===== src/rtl/bhmt_pkg.sv =====
// Shared types, constants and pattern tables of the binary hit/miss thinning pass.
// Depends on nothing; bhmt_front, bhmt_fifo, bhmt_back and the top import it.
`default_nettype none
package bhmt_pkg;

  localparam int MAX_WIDTH  = 256;
  localparam int RING_DEPTH = 8 * MAX_WIDTH;
  localparam int RING_AW    = $clog2(RING_DEPTH);
  localparam int DIM_W      = 9;
  localparam int POS_W      = 17;
  localparam int CNT_W      = 17;
  localparam int FIFO_DEPTH = 4;
  localparam int FIFO_AW    = $clog2(FIFO_DEPTH);
  localparam int WIN_N      = 5;

  localparam logic [1:0] MODE_SHRINK = 2'd0;
  localparam logic [1:0] MODE_THIN   = 2'd1;
  localparam logic [1:0] MODE_SKEL   = 2'd2;

  localparam logic [1:0] REG_MODE   = 2'd0;
  localparam logic [1:0] REG_WIDTH  = 2'd1;
  localparam logic [1:0] REG_HEIGHT = 2'd2;

  localparam logic [CNT_W-1:0] CNT_MAX = {CNT_W{1'b1}};

  localparam int N_COND = 66;
  localparam int S_FIRST = 0;
  localparam int S_LAST = 57;
  localparam int T_FIRST = 16;
  localparam int T_LAST = 61;
  localparam int K_FIRST = 26;
  localparam int K_LAST = 65;
  localparam int N_ST_EXACT = 28;
  localparam int N_K_EXACT = 12;
  localparam int N_ST_OWN = 10;
  localparam int N_K_OWN = 6;
  localparam int N_SHARED = 32;

  typedef struct packed {
    logic [1:0]       mode;
    logic [DIM_W-1:0] w;
    logic [DIM_W-1:0] h;
  } cfg_t;

  typedef struct packed {
    logic               en;
    logic [RING_AW-1:0] addr;
    logic               data;
  } ring_wr_t;

  localparam logic [8:0] COND_TAB [0:N_COND-1] = '{
    9'o120, 9'o420, 9'o024, 9'o021, 9'o030, 9'o220, 9'o060, 9'o022,
    9'o130, 9'o320, 9'o620, 9'o460, 9'o064, 9'o026, 9'o023, 9'o031,
    9'o630, 9'o231, 9'o360, 9'o132, 9'o330, 9'o660, 9'o066, 9'o033,
    9'o631, 9'o364,
    9'o333, 9'o770, 9'o666, 9'o077, 9'o733, 9'o337, 9'o774, 9'o771,
    9'o766, 9'o667, 9'o477, 9'o177, 9'o737, 9'o775, 9'o767, 9'o577,
    9'o131, 9'o720, 9'o464, 9'o027, 9'o730, 9'o331, 9'o760, 9'o664,
    9'o466, 9'o067, 9'o037, 9'o133, 9'o731, 9'o764, 9'o467, 9'o137,
    9'o230, 9'o260, 9'o062, 9'o032, 9'o773, 9'o776, 9'o677, 9'o377
  };

  localparam logic [8:0] ST_EXACT [0:N_ST_EXACT-1] = '{
    9'o120, 9'o420, 9'o022, 9'o030, 9'o130, 9'o320, 9'o620, 9'o460,
    9'o064, 9'o026, 9'o023, 9'o031, 9'o360, 9'o630, 9'o231, 9'o132,
    9'o334, 9'o134, 9'o324, 9'o661, 9'o461, 9'o621, 9'o166, 9'o164,
    9'o126, 9'o433, 9'o431, 9'o423
  };

  localparam logic [8:0] K_EXACT [0:N_K_EXACT-1] = '{
    9'o021, 9'o024, 9'o120, 9'o420, 9'o022, 9'o030, 9'o060, 9'o220,
    9'o230, 9'o260, 9'o032, 9'o062
  };

  localparam logic [8:0] ST_OWN_VAL [0:N_ST_OWN-1] = '{
    9'o660, 9'o033, 9'o270, 9'o270, 9'o072, 9'o072, 9'o262, 9'o262, 9'o232, 9'o232
  };
  localparam logic [8:0] ST_OWN_MSK [0:N_ST_OWN-1] = '{
    9'o660, 9'o033, 9'o373, 9'o676, 9'o676, 9'o373, 9'o277, 9'o772, 9'o772, 9'o277
  };

  localparam logic [8:0] K_OWN_VAL [0:N_K_OWN-1] = '{
    9'o660, 9'o033, 9'o270, 9'o262, 9'o072, 9'o232
  };

  localparam logic [8:0] SH_VAL [0:N_SHARED-1] = '{
    9'o521, 9'o522, 9'o523, 9'o524, 9'o525, 9'o526, 9'o527,
    9'o425, 9'o434, 9'o435, 9'o524, 9'o525, 9'o534, 9'o535,
    9'o125, 9'o225, 9'o325, 9'o425, 9'o525, 9'o625, 9'o725,
    9'o125, 9'o161, 9'o165, 9'o521, 9'o525, 9'o561, 9'o565,
    9'o234, 9'o261, 9'o162, 9'o432
  };
  localparam logic [8:0] SH_MSK [0:N_SHARED-1] = '{
    9'o527, 9'o527, 9'o527, 9'o527, 9'o527, 9'o527, 9'o527,
    9'o535, 9'o535, 9'o535, 9'o535, 9'o535, 9'o535, 9'o535,
    9'o725, 9'o725, 9'o725, 9'o725, 9'o725, 9'o725, 9'o725,
    9'o565, 9'o565, 9'o565, 9'o565, 9'o565, 9'o565, 9'o565,
    9'o376, 9'o673, 9'o376, 9'o673
  };

  // Conditional mark: window matches an entry of the mode's table range.
  function automatic logic cond_hit(input logic [8:0] p, input logic [1:0] mode);
    int lo;
    int hi;
    logic hit;
    lo  = 0;
    hi  = -1;
    hit = 1'b0;
    case (mode)
      MODE_SHRINK: begin
        lo = S_FIRST;
        hi = S_LAST;
      end
      MODE_THIN: begin
        lo = T_FIRST;
        hi = T_LAST;
      end
      MODE_SKEL: begin
        lo = K_FIRST;
        hi = K_LAST;
      end
      default: begin
        lo = 0;
        hi = -1;
      end
    endcase
    for (int i = 0; i < N_COND; i++) begin
      if (i >= lo && i <= hi && p == COND_TAB[i]) hit = 1'b1;
    end
    return hit;
  endfunction

  // Unconditional hit: exact or masked match in the mode's table set.
  function automatic logic uncond_hit(input logic [8:0] p, input logic [1:0] mode);
    logic hit;
    hit = 1'b0;
    if (mode == MODE_SKEL) begin
      for (int i = 0; i < N_K_EXACT; i++) if (p == K_EXACT[i]) hit = 1'b1;
      for (int i = 0; i < N_K_OWN; i++) if ((p & K_OWN_VAL[i]) == K_OWN_VAL[i]) hit = 1'b1;
    end else begin
      for (int i = 0; i < N_ST_EXACT; i++) if (p == ST_EXACT[i]) hit = 1'b1;
      for (int i = 0; i < N_ST_OWN; i++) begin
        if ((p & ST_OWN_MSK[i]) == ST_OWN_VAL[i]) hit = 1'b1;
      end
    end
    for (int i = 0; i < N_SHARED; i++) if ((p & SH_MSK[i]) == SH_VAL[i]) hit = 1'b1;
    return hit;
  endfunction

endpackage
`default_nettype wire


===== src/rtl/bhmt_front.sv =====
// Input side: takes pixel and flush beats, writes pixels to the ring and
// releases one result token per beat once its neighborhood has arrived. Uses bhmt_pkg.
`default_nettype none
module bhmt_front (
  input  wire logic                 clk,
  input  wire logic                 rst_n,
  input  wire logic                 clr,
  input  wire bhmt_pkg::cfg_t       cfg,
  input  wire logic                 in_valid,
  output logic                      in_stall,
  input  wire logic                 in_pixel_in,
  input  wire logic                 in_flush,
  input  wire logic                 q_full,
  output logic                      tok_push,
  output logic                      tok_last,
  output bhmt_pkg::ring_wr_t        ring_wr
);
  import bhmt_pkg::*;

  logic [RING_AW-1:0] wr_pos_r, wr_pos_nxt;
  logic [RING_AW-1:0] pend_r, pend_nxt, pend1;
  logic [POS_W-1:0]   k_r, k_nxt;
  logic [POS_W-1:0]   n_pix, rem, need, lim;
  logic               acc;

  assign in_stall = q_full;
  assign acc      = in_valid && !in_stall;

  always_comb begin
    n_pix = POS_W'(cfg.w) * POS_W'(cfg.h);
    rem   = n_pix - k_r;
    lim   = (POS_W'(cfg.w) << 1) + POS_W'(3);
    need  = (rem < lim) ? rem : lim;
    pend1 = pend_r + RING_AW'(!in_flush);
    tok_push = acc && (pend1 != '0) && (POS_W'(pend1) >= need);
    tok_last = (rem == POS_W'(1));

    pend_nxt   = pend_r;
    k_nxt      = k_r;
    wr_pos_nxt = wr_pos_r;
    if (acc) begin
      pend_nxt = tok_push ? pend1 - RING_AW'(1) : pend1;
      if (!in_flush) wr_pos_nxt = wr_pos_r + RING_AW'(1);
    end
    if (tok_push) k_nxt = tok_last ? '0 : k_r + POS_W'(1);

    ring_wr.en   = acc && !in_flush;
    ring_wr.addr = wr_pos_r;
    ring_wr.data = in_pixel_in;
  end

  always_ff @(posedge clk) begin
    if (!rst_n || clr) begin
      wr_pos_r <= '0;
      pend_r   <= '0;
      k_r      <= '0;
    end else begin
      wr_pos_r <= wr_pos_nxt;
      pend_r   <= pend_nxt;
      k_r      <= k_nxt;
    end
  end
endmodule
`default_nettype wire


===== config.mk =====
export PLATFORM = sky130hd
export DESIGN_NAME = bhmt_front
export DESIGN_NICKNAME = d
export VERILOG_FILES = /design/src/rtl/bhmt_pkg.sv /design/src/rtl/bhmt_front.sv
export SDC_FILE = /design/constraint.sdc
export NUM_CORES = 1
export LEC_CHECK = 0
export BUFFER_PORTS_ARGS = -buffer_cell sky130_fd_sc_hd__buf_2
export CAP_MARGIN = 20
export CORE_MARGIN = 1.5
export CORE_UTILIZATION = 60
export CTS_CLUSTER_SIZE = 30
export DETAILED_ROUTE_END_ITERATION = 10
export PLACE_DENSITY_LB_ADDON = 0.08
export SYNTH_ARGS = -nofsm -noshare
export SYNTH_HDL_FRONTEND = slang
export SYNTH_SLANG_ARGS = --single-unit
export TNS_END_PERCENT = 1

===== constraint.sdc =====
create_clock -name clk -period 25.5 [get_ports clk]
set_clock_uncertainty 0.1 [all_clocks]
set_input_delay 5.1 -clock clk [delete_from_list [all_inputs] [get_ports clk]]
set_output_delay 5.1 -clock clk [all_outputs]
set_load 0.02 [all_outputs]

==> impl_metrics.env, run 1 <==
export IMPL_synth_area_leader_cell="fa_1"
export IMPL_cp_start_kind="primary input"
export IMPL_drive_gt1_frac=0.0897
export IMPL_ctsHoldBuffers=0
export IMPL_max_stage_delay_ps=760
export IMPL_arrival_ps=12850
export IMPL_worstMarginPinSlew_ps=985
export IMPL_routabilityCongestion=0.888
export IMPL_seq_power_share=0.098
export IMPL_setup_tns_final_ps=0
export IMPL_diodes=0
export IMPL_ys_ff_latch=39
export IMPL_cts_made_buffers=5
export IMPL_route_detailed_drc=0
export IMPL_criticalPathCategory="primary input to output pin"
export IMPL_vias=5286
export IMPL_synth_ff_type="dfxtp_1"
export IMPL_cts_resized=0
export IMPL_initial_core_util=0.610
export IMPL_hpwlAfterDp_um=11600
export IMPL_die_y_um=105
export IMPL_ys_top_cells_by_count="92 x inv_1, 74 x ha_1, 72 x nand2_1"
export IMPL_worstPathMaxFanout=22
export IMPL_async_flop_share=0
export IMPL_p_int_mw=0.268
export IMPL_synth_edf_count=0
export IMPL_r2r_start="k_r[8]$_SDFFE_PP0P_"
export IMPL_utilization=0.640
export IMPL_period_needed_ps=18050
export IMPL_combPwrFrac=0.833
export IMPL_fp_dieArea_sq_um=11000
export IMPL_status="completed"
export IMPL_h_tree_depth=2
export IMPL_antenna_found_initial=0
export IMPL_clkLatencyLatePin_ps=300
export IMPL_yosys_warnings=0
export IMPL_crit_buf_inv=5
export IMPL_grt_first_pass_wirelength_um=24900
export IMPL_clk_path_buf_depth=2
export IMPL_rsz0062_at_grt="no"
export IMPL_clkPwrFrac=0.068
export IMPL_power_leakage_nw=2.90
export IMPL_crit_family="adder cells"
export IMPL_fill_cells=917
export IMPL_synthDistinctLibCells=63
export IMPL_required_ps=20300
export IMPL_grt_max_degree=23
export IMPL_power_density_nw_per_um2=95.0
export IMPL_startpoint="cfg[9]"
export IMPL_netlist_area_leader_share=0.199
export IMPL_num_rows=37
export IMPL_core_area_sq_um=10200
export IMPL_slew_violations=0
export IMPL_finalHoldViolCount=0
export IMPL_wl_um=14200
export IMPL_slew_headroom=0.342
export IMPL_p_switching_mw=0.354
export IMPL_ant_nets=0
export IMPL_synthesis_area_sq_um=6240
export IMPL_yosysMostFrequentCell="inv_1"
export IMPL_vdd_drop_max_v=0.000150
export IMPL_setup_violations=0
export IMPL_area_growth_pct=4.85
export IMPL_multiInputGateArea_sq_um=4970
export IMPL_grt_usage=0.277
export IMPL_post_cts_buffers=0
export IMPL_via_per_inst=5.84
export IMPL_seqCellArea_sq_um=781
export IMPL_drt_iter0_markers=281
export IMPL_max_freq_ghz=0.0554
export IMPL_routedWlPerCell_um=15.7
export IMPL_die_w_um=105
export IMPL_swShare=0.569
export IMPL_grt_pass1_vias=5284
export IMPL_ys_seq_area_frac=0.125
export IMPL_min_delay_start="wr_pos_r[7]$_SDFFE_PP0P_"
export IMPL_overflow=0
export IMPL_maxCapViolCount=0
export IMPL_path_clk_slew_ps=80
export IMPL_cts_tree="done"
export IMPL_synthCells=754
export IMPL_cts_num_sinks=39
export IMPL_dr_pass1_iters=5
export IMPL_syn_num_nets=917
export IMPL_synth_area_top_cells="fa_1 20%, ha_1 15%, dfxtp_1 13%"
export IMPL_synth_area_per_cell_sq_um=8.28
export IMPL_end_kind="output pin"
export IMPL_finalCritPeriodShare=0.708
export IMPL_min_path_type="flip-flop to flip-flop"
export IMPL_io_pins=43
export IMPL_root_buffer="clkbuf_8"
export IMPL_portBuffers=38
export IMPL_path_common_cell="fa_1"
export IMPL_final_nets=931
export IMPL_cp_slowest_cell="nand4_1"
worst paths after layout:
kind	to	slack (ps)	depth (start not counted)
min reg2reg	wr_pos_r[7]$_SDFFE_PP0P_	410	2
max reg2reg	k_r[7]$_SDFFE_PP0P_	16600	26
min	wr_pos_r[7]$_SDFFE_PP0P_	410	2
max	tok_push	7450	25
layer usage:
| metal | routed length, um | GRT usage | vias to the layer above |
|---|---|---|---|
| li1 | - | - | 2550 |
| met1 | 6300 | 0.370 | 2562 |
| met2 | 6890 | 0.464 | 150 |
| met3 | 667 | 0.0374 | 24 |
| met4 | 313 | 0.0900 | 0 |
| met5 | 0 | 0 | - |
state kept, by name, summed over array words and instances, names as in the netlist:
register  flops
k_r          17
pend_r       11
wr_pos_r     11
layout by cell type (no fill, tap or decap), types with 9 or more instances in the layout:
master / synthesis / layout
a21o_1: 10 / 10
a21oi_1: 26 / 26
and2_1: 45 / 45
and3_1: 9 / 9
buf_2: 3 / 38
dfxtp_1: 39 / 39
fa_1: 62 / 62
ha_1: 74 / 74
inv_1: 92 / 92
nand2_1: 72 / 72
nand3_1: 20 / 20
nand4_1: 15 / 15
nor2_1: 46 / 46
nor2_2: 10 / 10
nor3_1: 11 / 11
nor4_1: 10 / 10
o21ai_0: 26 / 26
o31ai_1: 9 / 9
or3_1: 14 / 14
xnor2_1: 44 / 44
xor2_1: 16 / 16
cell type report:
cell class,instances,area share
multi-input cells,591,0.758
flip-flops and latches,39,0.119
inverters,93,0.0537
repair buffers,38,0.0290
well taps,136,0.0260
clock buffers,5,0.0105
clock inverters,3,0.00306
power by group through the flow:
stage               registers [mW]  clock network (mW)  logic, mW
detailed placement          0.0626                   0      0.512
CTS                         0.0612              0.0443      0.514
finish                      0.0612              0.0426      0.518
global placement            0.0626                   0      0.495
global route                0.0612              0.0458      0.589
floorplan                   0.0626                   0      0.399
logic make-up (layout without fill, tap and decap cells):
family / after synthesis / count (layout) / share of synthesized area
compound gates: 117 / 117 / 0.129
xor+xnor: 60 / 60 / 0.0842
fa+ha+maj: 137 / 137 / 0.349
buf+inv: 124 / 139 / 0.0797
flops: 39 / 39 / 0.125
mux: 5 / 5 / 0.00801
simple gates: 272 / 272 / 0.226
stage by stage:
stage | hold WS (ps) | total power, mW | cell area, sq um | worst slack [ps] | std cells
2_1_floorplan | 379 | 0.461 | 6240 | 8400 | 754
3_3_place_gp | 372 | 0.557 | 6460 | 7570 | 897
3_5_place_dp | 390 | 0.575 | 6460 | 7490 | 897
4_1_cts | 401 | 0.619 | 6550 | 7500 | 905
5_1_grt | 435 | 0.696 | 6550 | 7050 | 905
6_report | 406 | 0.622 | 6550 | 7450 | 905
worst reg2reg max path, cell delays in order (launching register included):
cell and delay, ps:
dfxtp_1 320, inv_1 100, fa_1 550, inv_1 60, fa_1 540, fa_1 560
fa_1 550, inv_1 60, fa_1 480, ha_1 410, nand4_1 210, a2111oi_4 410
nor2_1 130, a311oi_1 310, xnor2_1 160, nand4_1 760, or3_1 670, ha_1 280
nor2b_1 40, o21ai_0 160, a41oi_1 160, o21ai_2 380, nand3_4 210, inv_4 160
nand4_1 150, o31ai_4 730, nor2_1 130
Note: power is estimated with default switching activity, not from simulation.
==> run 2, diff against run 1 <==
- clock period: 25.5 -> 18.3 ns (I/O delays scaled with it)
==> run 2 against run 1 <==
Flip-flop and latch count stayed put. Register-to-register slack worse by 7200 ps. Non-clock buffer count stayed put.
==> impl_metrics.env, run 2 (synthesized netlist as in run 1, its figures left out) <==
export IMPL_status="completed"
export IMPL_ctsHoldBuffers=0
export IMPL_fp_dieArea_sq_um=11000
export IMPL_setup_tns_final_ps=0
export IMPL_path_common_cell="fa_1"
export IMPL_die_w_um=105
export IMPL_pre_cts_slack_ps=3150
export IMPL_final_cell_mix="92 x inv_1, 74 x ha_1, 72 x nand2_1"
export IMPL_vias=5276
export IMPL_rsz0062_at_grt="no"
export IMPL_cp_slowest_cell="nand4_1"
export IMPL_mostFrequentLayoutCell="inv_1"
export IMPL_p_int_mw=0.373
export IMPL_num_rows=37
export IMPL_dr_pass1_iters=5
export IMPL_max_freq_ghz=0.0658
export IMPL_power_density_nw_per_um2=133
export IMPL_end_kind="output pin"
export IMPL_vdd_drop_max_v=0.000218
export IMPL_final_nets=931
export IMPL_die_y_um=105
export IMPL_grt_pass1_vias=5250
export IMPL_slew_violations=0
export IMPL_via_per_inst=5.83
export IMPL_top_register="k_r"
export IMPL_routabilityCongestion=0.884
export IMPL_maxCapViolCount=0
export IMPL_fin_area_sq_um=6550
export IMPL_clkPwrFrac=0.068
export IMPL_max_stage_delay_ps=840
export IMPL_area_growth_pct=4.85
export IMPL_antenna_found_initial=0
export IMPL_initial_core_util=0.610
export IMPL_finalCritPeriodShare=0.831
export IMPL_largest_reg_flops=17
export IMPL_core_area_sq_um=10200
export IMPL_swShare=0.572
export IMPL_route_detailed_drc=0
export IMPL_cp_start_kind="primary input"
export IMPL_diodes=0
export IMPL_finalHoldViolCount=0
export IMPL_post_cts_buffers=0
export IMPL_worstPathMaxFanout=22
export IMPL_p_switching_mw=0.499
export IMPL_overflow=0
export IMPL_instances_no_fill=905
export IMPL_power_leakage_nw=2.90
export IMPL_timing_hold_ws_ps=397
export IMPL_io_pins=43
export IMPL_arrival_ps=11450
export IMPL_combPwrFrac=0.834
export IMPL_cts_made_buffers=5
export IMPL_worstMarginPinSlew_ps=1020
export IMPL_cts_resized=0
export IMPL_drive_gt1_frac=0.0897
export IMPL_cts_num_sinks=39
export IMPL_clkLatencyLatePin_ps=300
export IMPL_cts_tree="done"
export IMPL_grt_usage=0.277
export IMPL_required_ps=14540
export IMPL_largestRegisters="k_r: 17 flops, pend_r: 11 flops, wr_pos_r: 11 flops"
export IMPL_seq_power_share=0.098
export IMPL_ant_nets=0
export IMPL_routedWlPerCell_um=15.7
export IMPL_grt_max_degree=23
export IMPL_period_needed_ps=15210
export IMPL_grt_first_pass_wirelength_um=25000
export IMPL_path_clk_slew_ps=80
export IMPL_h_tree_depth=2
export IMPL_wl_um=14200
export IMPL_power_total_mw=0.873
export IMPL_dpl_instance_area_sq_um=6460
export IMPL_slew_headroom=0.315
export IMPL_drt_iter0_markers=286
export IMPL_setup_violations=0
export IMPL_criticalPathCategory="primary input to output pin"
export IMPL_root_buffer="clkbuf_8"
export IMPL_worst_slack_ps=3090
export IMPL_min_path_type="flip-flop to flip-flop"
export IMPL_post_place_cells=897
export IMPL_hpwlAfterDp_um=11500
export IMPL_portBuffers=38
export IMPL_clk_path_buf_depth=2
export IMPL_utilization=0.640
==> run 2: routing by layer <==
layer / vias to the layer above / global-route usage / routed length, um
li1: 2552 / - / -
met2: 131 / 0.465 / 6860
met4: 0 / 0.0822 / 250
met1: 2575 / 0.373 / 6520
met3: 18 / 0.0324 / 582
met5: - / 0 / 0
==> run 2: path summary, 6_finish.rpt <==
kind / slack [ps] / startpoint / cells past startpoint / endpoint
max: 3090 / cfg[9] / 25 / tok_push
min: 400 / wr_pos_r[7]$_SDFFE_PP0P_ / 2 / wr_pos_r[7]$_SDFFE_PP0P_
max reg2reg: 9360 / k_r[8]$_SDFFE_PP0P_ / 26 / k_r[7]$_SDFFE_PP0P_
min reg2reg: 400 / wr_pos_r[7]$_SDFFE_PP0P_ / 2 / wr_pos_r[7]$_SDFFE_PP0P_
==> run 2: critical path: cells and delay by family <==
kind            cells  cell delay, ps
simple gates        7            2450
buf+inv             5             640
compound gates      6            1390
fa+ha+maj           7            3300
==> run 2: power groups by stage <==
stage	Clock, mW	Sequential (mW)	Combinational (mW)
floorplan	0	0.0872	0.556
global placement	0	0.0872	0.689
detailed placement	0	0.0873	0.714
CTS	0.0607	0.0853	0.718
global route	0.0633	0.0853	0.817
finish	0.0592	0.0853	0.728
==> run 2: layout make-up <==
type | instances | area (sq um)
Clock buffer | 5 | 68.8
Clock inverter | 3 | 20.0
Fill cell | 892 | 3680
Inverter | 93 | 352
Multi-Input combinational cell | 591 | 4970
Sequential cell | 39 | 781
Tap cell | 136 | 170
Timing Repair Buffer | 38 | 190
