===== src/rtl/bhmt_pkg.sv =====
// Shared types, constants and pattern tables of the binary hit/miss thinning pass.
// Depends on nothing; bhmt_front, bhmt_fifo, bhmt_back and the top import it.
`default_nettype none
package bhmt_pkg;

  localparam int MAX_WIDTH  = 256;
  localparam int RING_DEPTH = 8 * MAX_WIDTH;
  localparam int RING_AW    = $clog2(RING_DEPTH);
  localparam int DIM_W      = 9;
  localparam int POS_W      = 17;
  localparam int CNT_W      = 17;
  localparam int FIFO_DEPTH = 4;
  localparam int FIFO_AW    = $clog2(FIFO_DEPTH);
  localparam int WIN_N      = 5;

  localparam logic [1:0] MODE_SHRINK = 2'd0;
  localparam logic [1:0] MODE_THIN   = 2'd1;
  localparam logic [1:0] MODE_SKEL   = 2'd2;

  localparam logic [1:0] REG_MODE   = 2'd0;
  localparam logic [1:0] REG_WIDTH  = 2'd1;
  localparam logic [1:0] REG_HEIGHT = 2'd2;

  localparam logic [CNT_W-1:0] CNT_MAX = {CNT_W{1'b1}};

  localparam int N_COND = 66;
  localparam int S_FIRST = 0;
  localparam int S_LAST = 57;
  localparam int T_FIRST = 16;
  localparam int T_LAST = 61;
  localparam int K_FIRST = 26;
  localparam int K_LAST = 65;
  localparam int N_ST_EXACT = 28;
  localparam int N_K_EXACT = 12;
  localparam int N_ST_OWN = 10;
  localparam int N_K_OWN = 6;
  localparam int N_SHARED = 32;

  typedef struct packed {
    logic [1:0]       mode;
    logic [DIM_W-1:0] w;
    logic [DIM_W-1:0] h;
  } cfg_t;

  typedef struct packed {
    logic               en;
    logic [RING_AW-1:0] addr;
    logic               data;
  } ring_wr_t;

  localparam logic [8:0] COND_TAB [0:N_COND-1] = '{
    9'o120, 9'o420, 9'o024, 9'o021, 9'o030, 9'o220, 9'o060, 9'o022,
    9'o130, 9'o320, 9'o620, 9'o460, 9'o064, 9'o026, 9'o023, 9'o031,
    9'o630, 9'o231, 9'o360, 9'o132, 9'o330, 9'o660, 9'o066, 9'o033,
    9'o631, 9'o364,
    9'o333, 9'o770, 9'o666, 9'o077, 9'o733, 9'o337, 9'o774, 9'o771,
    9'o766, 9'o667, 9'o477, 9'o177, 9'o737, 9'o775, 9'o767, 9'o577,
    9'o131, 9'o720, 9'o464, 9'o027, 9'o730, 9'o331, 9'o760, 9'o664,
    9'o466, 9'o067, 9'o037, 9'o133, 9'o731, 9'o764, 9'o467, 9'o137,
    9'o230, 9'o260, 9'o062, 9'o032, 9'o773, 9'o776, 9'o677, 9'o377
  };

  localparam logic [8:0] ST_EXACT [0:N_ST_EXACT-1] = '{
    9'o120, 9'o420, 9'o022, 9'o030, 9'o130, 9'o320, 9'o620, 9'o460,
    9'o064, 9'o026, 9'o023, 9'o031, 9'o360, 9'o630, 9'o231, 9'o132,
    9'o334, 9'o134, 9'o324, 9'o661, 9'o461, 9'o621, 9'o166, 9'o164,
    9'o126, 9'o433, 9'o431, 9'o423
  };

  localparam logic [8:0] K_EXACT [0:N_K_EXACT-1] = '{
    9'o021, 9'o024, 9'o120, 9'o420, 9'o022, 9'o030, 9'o060, 9'o220,
    9'o230, 9'o260, 9'o032, 9'o062
  };

  localparam logic [8:0] ST_OWN_VAL [0:N_ST_OWN-1] = '{
    9'o660, 9'o033, 9'o270, 9'o270, 9'o072, 9'o072, 9'o262, 9'o262, 9'o232, 9'o232
  };
  localparam logic [8:0] ST_OWN_MSK [0:N_ST_OWN-1] = '{
    9'o660, 9'o033, 9'o373, 9'o676, 9'o676, 9'o373, 9'o277, 9'o772, 9'o772, 9'o277
  };

  localparam logic [8:0] K_OWN_VAL [0:N_K_OWN-1] = '{
    9'o660, 9'o033, 9'o270, 9'o262, 9'o072, 9'o232
  };

  localparam logic [8:0] SH_VAL [0:N_SHARED-1] = '{
    9'o521, 9'o522, 9'o523, 9'o524, 9'o525, 9'o526, 9'o527,
    9'o425, 9'o434, 9'o435, 9'o524, 9'o525, 9'o534, 9'o535,
    9'o125, 9'o225, 9'o325, 9'o425, 9'o525, 9'o625, 9'o725,
    9'o125, 9'o161, 9'o165, 9'o521, 9'o525, 9'o561, 9'o565,
    9'o234, 9'o261, 9'o162, 9'o432
  };
  localparam logic [8:0] SH_MSK [0:N_SHARED-1] = '{
    9'o527, 9'o527, 9'o527, 9'o527, 9'o527, 9'o527, 9'o527,
    9'o535, 9'o535, 9'o535, 9'o535, 9'o535, 9'o535, 9'o535,
    9'o725, 9'o725, 9'o725, 9'o725, 9'o725, 9'o725, 9'o725,
    9'o565, 9'o565, 9'o565, 9'o565, 9'o565, 9'o565, 9'o565,
    9'o376, 9'o673, 9'o376, 9'o673
  };

  // Conditional mark: window matches an entry of the mode's table range.
  function automatic logic cond_hit(input logic [8:0] p, input logic [1:0] mode);
    int lo;
    int hi;
    logic hit;
    lo  = 0;
    hi  = -1;
    hit = 1'b0;
    case (mode)
      MODE_SHRINK: begin
        lo = S_FIRST;
        hi = S_LAST;
      end
      MODE_THIN: begin
        lo = T_FIRST;
        hi = T_LAST;
      end
      MODE_SKEL: begin
        lo = K_FIRST;
        hi = K_LAST;
      end
      default: begin
        lo = 0;
        hi = -1;
      end
    endcase
    for (int i = 0; i < N_COND; i++) begin
      if (i >= lo && i <= hi && p == COND_TAB[i]) hit = 1'b1;
    end
    return hit;
  endfunction

  // Unconditional hit: exact or masked match in the mode's table set.
  function automatic logic uncond_hit(input logic [8:0] p, input logic [1:0] mode);
    logic hit;
    hit = 1'b0;
    if (mode == MODE_SKEL) begin
      for (int i = 0; i < N_K_EXACT; i++) if (p == K_EXACT[i]) hit = 1'b1;
      for (int i = 0; i < N_K_OWN; i++) if ((p & K_OWN_VAL[i]) == K_OWN_VAL[i]) hit = 1'b1;
    end else begin
      for (int i = 0; i < N_ST_EXACT; i++) if (p == ST_EXACT[i]) hit = 1'b1;
      for (int i = 0; i < N_ST_OWN; i++) begin
        if ((p & ST_OWN_MSK[i]) == ST_OWN_VAL[i]) hit = 1'b1;
      end
    end
    for (int i = 0; i < N_SHARED; i++) if ((p & SH_MSK[i]) == SH_VAL[i]) hit = 1'b1;
    return hit;
  endfunction

endpackage
`default_nettype wire


===== src/rtl/bhmt_fifo.sv =====
// Short token queue between the front and back; each entry is the frame-last flag.
// Uses bhmt_pkg.
`default_nettype none
module bhmt_fifo (
  input  wire logic clk,
  input  wire logic rst_n,
  input  wire logic clr,
  input  wire logic push,
  input  wire logic push_last,
  input  wire logic pop,
  output logic      avail,
  output logic      head_last,
  output logic      full
);
  import bhmt_pkg::*;

  logic               mem_r [0:FIFO_DEPTH-1];
  logic [FIFO_AW-1:0] wp_r, rp_r;
  logic [FIFO_AW:0]   cnt_r, cnt_nxt;

  assign avail     = (cnt_r != '0);
  assign full      = (cnt_r == (FIFO_AW+1)'(FIFO_DEPTH));
  assign head_last = mem_r[rp_r];

  always_comb begin
    cnt_nxt = cnt_r;
    if (push && !pop) cnt_nxt = cnt_r + (FIFO_AW+1)'(1);
    if (pop && !push) cnt_nxt = cnt_r - (FIFO_AW+1)'(1);
  end

  always_ff @(posedge clk) begin
    if (push) mem_r[wp_r] <= push_last;
    if (!rst_n || clr) begin
      wp_r  <= '0;
      rp_r  <= '0;
      cnt_r <= '0;
    end else begin
      if (push) wp_r <= wp_r + FIFO_AW'(1);
      if (pop) rp_r <= rp_r + FIFO_AW'(1);
      cnt_r <= cnt_nxt;
    end
  end
endmodule
`default_nettype wire


===== config.mk =====
export PLATFORM = sky130hd
export DESIGN_NAME = bhmt_fifo
export DESIGN_NICKNAME = d
export VERILOG_FILES = /design/src/rtl/bhmt_pkg.sv /design/src/rtl/bhmt_fifo.sv
export SDC_FILE = /design/constraint.sdc
export NUM_CORES = 1
export LEC_CHECK = 0
export BUFFER_PORTS_ARGS = -buffer_cell sky130_fd_sc_hd__buf_2
export CAP_MARGIN = 10
export CORE_MARGIN = 2
export CORE_UTILIZATION = 45
export CTS_BUF_LIST = sky130_fd_sc_hd__clkbuf_16
export DETAILED_ROUTE_END_ITERATION = 7
export HOLD_SLACK_MARGIN = 0.05
export PLACE_DENSITY = 0.77
export RECOVER_POWER = 100
export SYNTH_ARGS = -nofsm -noshare
export SYNTH_HDL_FRONTEND = slang
export SYNTH_SLANG_ARGS = --single-unit

===== constraint.sdc =====
create_clock -name clk -period 2.7 [get_ports clk]
set_input_delay 0.135 -clock clk [delete_from_list [all_inputs] [get_ports clk]]
set_output_delay 0.135 -clock clk [all_outputs]
set_load 0.005 [all_outputs]

==> results of run 1 <==
==> final cells by class <==
class	instances	area share
Sequential cell	13	0.420
Multi-Input combinational cell	33	0.360
Clock buffer	3	0.105
Timing Repair Buffer	8	0.0524
Inverter	6	0.0315
Tap cell	15	0.0262
Clock inverter	1	0.00524
==> layer usage <==
metal	track usage	wire length (um)	vias up
li1	-	-	192
met1	0.141	348	172
met2	0.226	426	8
met3	0.0833	42	2
met4	0.100	25	0
met5	0	0	-
==> worst min-delay path by stage <==
| stage | from | endpoint | slack, ns | cells after the start |
|---|---|---|---|---|
| floorplan | push_last | mem_r[0] | 0.23 | 0 |
| global placement | push_last | mem_r[1] | 0.35 | 1 |
| detailed placement | push_last | mem_r[1] | 0.36 | 1 |
| CTS | push_last | mem_r[1] | 0.11 | 1 |
| global route | push_last | mem_r[3] | 0.17 | 1 |
| finish | push_last | mem_r[1] | 0.16 | 1 |
==> layout by cell type, fill, tap and decap left out <==
cell type  count
edfxtp_1       4
a21oi_1        2
nand2_1        1
mux2i_1        1
and3_1         1
fa_1           1
xnor2_1        2
buf_2          6
nor2_1         8
xor2_1         3
ha_1           5
and2_0         4
mux4_2         1
dfxtp_1        9
clkbuf_16      3
clkbuf_1       2
nand2b_1       1
o21ai_0        1
inv_1          7
or3_1          2
==> stage by stage <==
stage                     instances  hold slack (ns)  instance area [um2]
after CTS                        79            0.107                  718
after detailed placement         75            0.356                  639
after global routing             79            0.170                  716
after global placement           75            0.351                  639
after floorplan                  53            0.234                  592
final                            79            0.161                  716
==> power groups by stage <==
stage          Clock (uW)  Sequential (uW)  Combinational [uW]
4_1_cts               279              214                40.1
3_3_place_gp            0              217                38.2
3_5_place_dp            0              217                39.5
6_report              270              214                39.0
5_1_grt               290              214                45.4
2_1_floorplan           0              216                28.2
==> cells by family (layout without fill, tap and decap cells) <==
kind of cell	after synthesis	after routing
AND/OR/NAND/NOR	17	17
flip-flops	13	13
buffers and inverters	7	18
adder cells (fa/ha/maj)	6	6
XOR/XNOR	5	5
AO/OA/AOI/OAI	3	3
multiplexers	2	2
==> results.yml, run 1 <==
run_status:
  status: "complete, no violations"
power_and_ir_drop:
  pwr-share-seq: 0.409
  power_uw: 523
  p_sw_uw: 100
  combPwrFrac: 0.075
  cellLeakagePower_uw: 0.000301
  powerDensity_nw_per_um2: 731
  ir_drop_v: 0.000398
  internal_power_uw: 423
  switching_share: 0.191
  pwr-share-clk: 0.517
yosys:
  synth_common_cells: "dfxtp_1, nor2_1, inv_1"
  synth-simple-area-share: 0.142
  ys_seq_area_frac: 0.507
  ys_types: 18
  synth.most_common_cell: "dfxtp_1"
  yosysTopAreaCellShare: 0.304
  synth_seq_cells: 13
  synth_mux_area_frac: 0.0550
  synthArstFlopShare: 0
  syn_inst: 53
  synth_ff_type: "dfxtp_1"
  synth_edf_count: 4
  netlist_area_um2: 592
  synth_compound_area_frac: 0.0254
  synthTopCellsByArea: "dfxtp_1, edfxtp_1, ha_1, nor2_1, xor2_1"
  synth_top_family_by_area: "simple AND/OR/NAND/NOR gates"
  ys_warn_count: 0
  syn_avg_cell_area_um2: 11.2
  mappedNetlistNets: 65
  yosysTopAreaCell: "dfxtp_1"
  synth_fa_ha_area_frac: 0.140
  synth-xor-area-share: 0.0740
final_layout:
  antenna_cells: 0
  nets: 77
  areaGrowthSynthToFinish_pct: 20.9
  seqCellArea_um2: 300
  layout-drive-gt1-share: 0.156
  multi_input_area_um2: 258
  fillCellCount: 114
  final_util: 0.564
detailed_routing:
  drc: 0
  wl_per_cell_um: 10.7
  drt-initial-drc-count: 4
  vias_per_cell: 4.73
  ant_nets: 0
  vias: 374
  routed_wl_um: 842
  dr.pass1.iters: 2
die:
  top_level_ports: 9
  fp.dieW_um: 40.3
  start_util: 0.466
  die_h_um: 40.3
  coreArea_um2: 1270
  rows: 13
  dieArea_um2: 1620
clock_network:
  insertion_delay_ns: 0.24
  clk_root_buffer_cell: "clkbuf_16"
  cts_max_level: 1
  cts_tree: "done"
  clock_sinks: 13
  clk_pin_slew_ns: 0.04
  cts_setup_buffers: 0
  cts_resized: 0
  numCtsBuffers: 3
  postCtsHoldBufs: 0
  ctsLongestPathBuffers: 2
setup_path:
  crit_arrival_ns: 1.68
  worstPathCellList: "inv_1 -> fa_1 -> xor2_1 -> or3_1 -> a21oi_1"
  end_kind: "flop"
  cp_top_family: "adder cells"
  critical_path_class: "flop to flop"
  timing.rr.start: "cnt_r[0]"
  crit_slowest_cell: "fa_1"
  r2r_cells: 5
  worst-path-max-fanout: 3
  worstSetupEndpoint: "cnt_r[2]"
  r2r-end: "cnt_r[2]"
  cp-start-kind: "flop"
  cp_data_required_time_ns: 2.87
  slowest_delay_ns: 0.40
  crit_path_start: "cnt_r[0]"
  rrSetupSlack_ns: 1.19
  path_buf_inv: 1
  cp.depth: 5
grt:
  grt_usage: 0.144
  grt_pass1_wl_mm: 1.33
  overflow: 0
  grt_max_degree: 9
  antenna_found_initial: 0
  grt_pass1_vias: 310
sta:
  setup_slack_ns: 1.19
  period_share: 0.558
  fmaxAchievable_mhz: 663
  period_needed_ns: 1.51
  drv_slew: 0
  tightest_slew_ns: 0.277
  skew_ns: 0.00254
  final.setup.tns_ns: 0
  slew_headroom: 0.815
  rsz0062_at_grt: "false"
  setup_violations: 0
  hold_viol_final: 0
hold_path:
  hp-class: "primary input to flop"
placement:
  hpwlAfterDp_um: 659
  port_buffers: 8
  place_worst_setup_slack_ns: 1.08
  gp_congestion: 0.779
flow_run:
  max-cap-violations: 0
Note: power is estimated with default switching activity, not from simulation.
==> run 2, diff against run 1 <==
--- a/config.mk
+++ b/config.mk
@@ -5,6 +5,7 @@
 export SDC_FILE = /design/constraint.sdc
 export NUM_CORES = 1
 export LEC_CHECK = 0
+export ABC_AREA = 1
 export BUFFER_PORTS_ARGS = -buffer_cell sky130_fd_sc_hd__buf_2
 export CAP_MARGIN = 10
 export CORE_MARGIN = 2
@@ -12,7 +13,7 @@
 export CTS_BUF_LIST = sky130_fd_sc_hd__clkbuf_16
 export DETAILED_ROUTE_END_ITERATION = 7
 export HOLD_SLACK_MARGIN = 0.05
-export PLACE_DENSITY = 0.77
+export PLACE_DENSITY = 0.79
 export RECOVER_POWER = 100
 export SYNTH_ARGS = -nofsm -noshare
 export SYNTH_HDL_FRONTEND = slang
==> constraint.sdc (replaced) <==
create_clock -name clk -period 1.3 [get_ports clk]
set_input_delay 0.065 -clock clk [delete_from_list [all_inputs] [get_ports clk]]
set_output_delay 0.065 -clock clk [all_outputs]
set_load 0.005 [all_outputs]
==> run 2 against run 1 <==
Effect of this change:
- sequential share of layout area down 3.0 points
- worst hold slack worse by 0.091 ns
- clock power rose by 110%
- clock-buffer cell count unchanged
- area after synthesis up 3.8%
- critical path type unchanged
==> results.yml, run 2 <==
placement:
  gp_congestion: 0.779
  port_buffers: 8
  hpwlAfterDp_um: 742
  dp.cells: 95
  placed_area_um2: 688
clock_network:
  clk_pin_slew_ns: 0.04
  insertion_delay_ns: 0.24
  clock_sinks: 13
  clk_root_buffer_cell: "clkbuf_16"
  cts_tree: "done"
  cts_setup_buffers: 0
  cts_max_level: 1
  ctsLongestPathBuffers: 2
  numCtsBuffers: 3
yosys:
  yosysTopAreaCell: "dfxtp_1"
  ys_types: 17
  synth_ff_type: "dfxtp_1"
  syn_inst: 70
  mappedNetlistNets: 82
  synth_edf_count: 4
  synth.most_common_cell: "inv_1"
  ys_seq_area_frac: 0.489
  ys_warn_count: 0
  synth_common_cells: "inv_1, dfxtp_1, nand2_1"
  netlist_area_um2: 614
  synthTopCellsByArea: "dfxtp_1, edfxtp_1, ha_1, inv_1, nand2_1"
  synthArstFlopShare: 0
  syn_avg_cell_area_um2: 8.78
  yosysTopAreaCellShare: 0.293
  synth_seq_cells: 13
final_layout:
  nets: 98
  seqCellArea_um2: 302
  finalNonFillerCells: 100
  fillCellCount: 111
  layout-drive-gt1-share: 0.200
  layout_common_cells: "inv_1, nand2_1, dfxtp_1"
  final_util: 0.602
  final_common_cell: "inv_1"
  areaGrowthSynthToFinish_pct: 25.9
  design_area_um2: 773
  antenna_cells: 0
  multi_input_area_um2: 249
grt:
  grt_pass1_vias: 420
  grt_pass1_wl_mm: 1.59
  grt_usage: 0.159
  grt_max_degree: 8
  antenna_found_initial: 0
  overflow: 0
die:
  top_level_ports: 9
  fp.dieW_um: 41.0
  die_h_um: 41.0
  dieArea_um2: 1680
  coreArea_um2: 1280
  start_util: 0.478
  rows: 13
detailed_routing:
  drc: 0
  drt-initial-drc-count: 8
  vias_per_cell: 4.64
  wl_per_cell_um: 9.99
  routed_wl_um: 999
  dr.pass1.iters: 4
  vias: 464
  ant_nets: 0
sta:
  hold_viol_final: 0
  rsz0062_at_grt: "false"
  fmaxAchievable_mhz: 817
  period_share: 0.941
  period_needed_ns: 1.22
  drv_slew: 0
  setup_violations: 0
  slew_headroom: 0.857
  tightest_slew_ns: 0.212
  skew_ns: 0.000775
setup_path:
  cp-start-kind: "flop"
  cp_top_family: "adder cells"
  cp_data_required_time_ns: 1.43
  crit_arrival_ns: 1.36
  path_buf_inv: 3
  worstPathCellList: "inv_2 -> fa_2 -> inv_1 -> nand2_1 -> nand3_1 -> nand2_1 -> inv_1 -> nor2_1"
  slowest_delay_ns: 0.38
  worst-path-max-fanout: 3
  critical_path_class: "flop to flop"
  crit_slowest_cell: "fa_2"
  end_kind: "flop"
power_and_ir_drop:
  cellLeakagePower_uw: 0.000372
  ir_drop_v: 0.000807
  powerDensity_nw_per_um2: 1420
hold_path:
  hp-class: "primary input to flop"
run_status:
  status: "complete, no violations"
flow_run:
  max-cap-violations: 0
## run 2: cell count changes after synthesis, sizes merged, moves of 4 or more
cell and change:
and2 -4, o21ai +7, a21oi +4, nand2 +8
inv +11
## run 2: worst register-to-register path, cell delays in order, from the launching register on
cell and delay (ns):
dfxtp_2 0.35, inv_2 0.06, fa_2 0.38, inv_1 0.06
nand2_1 0.06, nand3_1 0.07, nand2_1 0.06, inv_1 0.05
nor2_1 0.04
## run 2: path summary, 6_finish.rpt
kind | start | end | slack [ns] | cells after the start
setup / recovery | cnt_r[1] | cnt_r[2] | 0.08 | 8
hold reg to reg | rp_r[0] | flop | 0.48 | 1
setup reg to reg | cnt_r[1] | cnt_r[2] | 0.08 | 8
hold / removal | pop | flop | 0.07 | 2
## run 2: metrics by stage
| step | hold slack (ns) | TNS [ns] | power [uW] | setup WS, ns |
|---|---|---|---|---|
| 4_1_cts | 0.0700 | 0 | 1120 | 0.0196 |
| 6_report | 0.0697 | 0 | 1100 | 0.0761 |
| 2_1_floorplan | 0.157 | 0 | 508 | 0.0982 |
| 3_3_place_gp | 0.277 | 0 | 541 | 0.0475 |
| 3_5_place_dp | 0.280 | -0.00640 | 546 | -0.00640 |
| 5_1_grt | 0.0908 | 0 | 1150 | 0.0135 |
## run 2: layout make-up
| cell class | count | area share |
|---|---|---|
| Sequential cell | 13 | 0.390 |
| Multi-Input combinational cell | 40 | 0.322 |
| Clock buffer | 3 | 0.0971 |
| Inverter | 17 | 0.0825 |
| Timing Repair Buffer | 11 | 0.0793 |
| Tap cell | 15 | 0.0243 |
| Clock inverter | 1 | 0.00485 |
## run 2: power breakdown
group | internal (uW) | total [uW] | leakage [uW] | switching, uW
registers | 436 | 446 | 0.000111 | 9.88
clock network | 404 | 558 | 0.0000423 | 154
logic | 39.6 | 93.8 | 0.000219 | 54.2
## run 2: timing repair
action                     in CTS  in global routing
hold buffers                    1                  0
gates resized for setup         1                  3
hold endpoints to repair        4                  0
setup endpoints to repair       1                  1
## run 2: cells by family (layout without fill, tap and decap cells)
logic type | count (synthesis) | in the layout | share of synthesized area
XOR/XNOR | 1 | 1 | 0.0143
buffers and inverters | 17 | 32 | 0.104
AND/OR/NAND/NOR | 19 | 19 | 0.138
adder cells (fa/ha/maj) | 6 | 6 | 0.134
flip-flops | 13 | 13 | 0.489
AO/OA/AOI/OAI | 14 | 14 | 0.120
## run 2: per-layer routing
metal	up-vias	wire length [um]	track usage
met3	2	46	0.0707
met2	9	559	0.281
met4	0	12	0.108
li1	250	-	-
met5	-	0	0
met1	203	381	0.140
==> run 3, diff against run 2 <==
--- a/config.mk
+++ b/config.mk
@@ -8,12 +8,14 @@
 export ABC_AREA = 1
 export BUFFER_PORTS_ARGS = -buffer_cell sky130_fd_sc_hd__buf_2
 export CAP_MARGIN = 10
+export CELL_PAD_IN_SITES_DETAIL_PLACEMENT = 0
+export CELL_PAD_IN_SITES_GLOBAL_PLACEMENT = 1
 export CORE_MARGIN = 2
-export CORE_UTILIZATION = 45
+export CORE_UTILIZATION = 35
 export CTS_BUF_LIST = sky130_fd_sc_hd__clkbuf_16
 export DETAILED_ROUTE_END_ITERATION = 7
 export HOLD_SLACK_MARGIN = 0.05
-export PLACE_DENSITY = 0.79
+export PLACE_DENSITY = 0.8
 export RECOVER_POWER = 100
 export SYNTH_ARGS = -nofsm -noshare
 export SYNTH_HDL_FRONTEND = slang
==> run 3 against run 2 <==
Effect of this change:
- clock-buffer cell count stayed put
- routed wire length is 6.1% lower
- via count is 2.2% lower
- largest power group unchanged
==> results.yml, run 3 (synthesized netlist as in run 2, its figures left out) <==
setup_path:
  r2r-end: "cnt_r[2]"
  timing.rr.start: "cnt_r[1]"
  crit_path_frequent_cell: "inv_1"
  crit_slowest_cell: "fa_2"
  cp-start-kind: "flop"
  critical_path_class: "flop to flop"
  cp_data_required_time_ns: 1.43
  slowest_delay_ns: 0.38
  end_kind: "flop"
  crit_arrival_ns: 1.33
  worstPathCellList: "inv_1 -> fa_2 -> inv_1 -> nand2_1 -> nand3_1 -> nand2_1 -> inv_1 -> nor2_1"
  worst-path-max-fanout: 3
  rrSetupSlack_ns: 0.10
  r2r_cells: 8
detailed_routing:
  ant_nets: 0
  vias_per_cell: 4.50
  drt-initial-drc-count: 0
  vias: 454
  wl_per_cell_um: 9.29
  drc: 0
  dr.pass1.iters: 1
  routed_wl_um: 938
sta:
  setup_violations: 0
  tightest_slew_ns: 0.235
  fin_hold_ws_ns: 0.0749
  drv_slew: 0
  skew_ns: 0.000411
  slew_headroom: 0.842
  fmaxAchievable_mhz: 836
  period_share: 0.920
  period_needed_ns: 1.20
  hold_viol_final: 0
  final.setup.tns_ns: 0
  rsz0062_at_grt: "false"
clock_network:
  clk_pin_slew_ns: 0.04
  ctsLongestPathBuffers: 2
  cts_max_level: 1
  clock_sinks: 13
  insertion_delay_ns: 0.23
  cts_tree: "done"
  numCtsBuffers: 3
  clk_root_buffer_cell: "clkbuf_16"
final_layout:
  layout-drive-gt1-share: 0.155
  layout_common_cells: "inv_1, nand2_1, dfxtp_1"
  nets: 97
  areaGrowthSynthToFinish_pct: 24.8
  final_common_cell: "inv_1"
  antenna_cells: 0
placement:
  port_buffers: 8
  gp_congestion: 0.718
  hpwlAfterDp_um: 719
die:
  die_h_um: 45.9
  rows: 15
  fp.dieW_um: 45.9
  top_level_ports: 9
  dieArea_um2: 2110
  coreArea_um2: 1690
  start_util: 0.364
flow_run:
  max-cap-violations: 0
grt:
  overflow: 0
  met1_usage: 0.110
  grt_max_degree: 8
  antenna_found_initial: 0
  grt_pass1_wl_mm: 1.53
  grt_pass1_vias: 412
  top_usage_layer: "met2"
  grt_use_met3: 0.0357
  use_met2: 0.186
  grt_usage: 0.108
power_and_ir_drop:
  powerDensity_nw_per_um2: 1420
  ir_drop_v: 0.000536
  cellLeakagePower_uw: 0.000364
hold_path:
  whs_endpoint: "rp_r[0]"
  hold_start: "pop"
  hp-class: "primary input to flop"
  whs_path_depth: 2
run_status:
  status: "complete, no violations"
## run 3: cell types whose count changed in the layout (fill, tap and decap cells not counted), sizes merged
cell	before	now
buf	7	5
clkbuf	6	7
## run 3: layout make-up
cell class	count	area, um2
fillers	174	922
flip-flops and latches	13	302
multi-input cells	40	249
clock buffers	3	75.1
inverters	17	63.8
repair buffers	10	52.6
well taps	17	21.3
clock inverters	1	3.75
## run 3: where the power goes
group          total (uW)  internal [uW]  switching [uW]
clock                 552            404             148
sequential            444            436            8.24
combinational        89.9           35.9            54.1
## run 3: metal layers
layer | up-vias | share of wire
met5 | - | 0
met4 | 0 | 0.020
met3 | 2 | 0.026
met2 | 5 | 0.50
met1 | 199 | 0.45
li1 | 248 | -
## run 3: critical path: cells and delay by family, from the launching register on
| family | cells | cell delay [ns] |
|---|---|---|
| and+or+nand+nor | 4 | 0.21 |
| DFF | 1 | 0.33 |
| adders and majority gates | 1 | 0.38 |
| buffers and inverters | 3 | 0.17 |
## run 3: worst max-delay path by stage
stage	slack [ns]	cells past startpoint	end	from
after detailed placement	0.004	11	cnt_r[2]	push
after global routing	0.009	8	cnt_r[2]	cnt_r[1]
after floorplan	0.1	8	cnt_r[2]	cnt_r[1]
final	0.10	8	cnt_r[2]	cnt_r[1]
after CTS	0.02	8	cnt_r[2]	cnt_r[1]
after global placement	0.04	11	cnt_r[2]	push
## run 3: what timing repair did
item                       4_1_cts  5_1_grt
hold buffers                     1        0
hold endpoints to repair         4        0
setup buffers                    0        0
setup endpoints to repair        0        1
resized for setup                0        2
## run 3: stage by stage
stage / instances / area [um2] / power, uW / setup slack [ns] / util
3_3_place_gp: 96 / 683 / 538 / 0.0393 / 0.404
4_1_cts: 101 / 772 / 1110 / 0.0185 / 0.457
5_1_grt: 101 / 767 / 1140 / 0.00889 / 0.454
2_1_floorplan: 70 / 614 / 508 / 0.0982 / -
6_report: 101 / 767 / 1090 / 0.104 / 0.454
3_5_place_dp: 96 / 683 / 543 / 0.00433 / 0.404
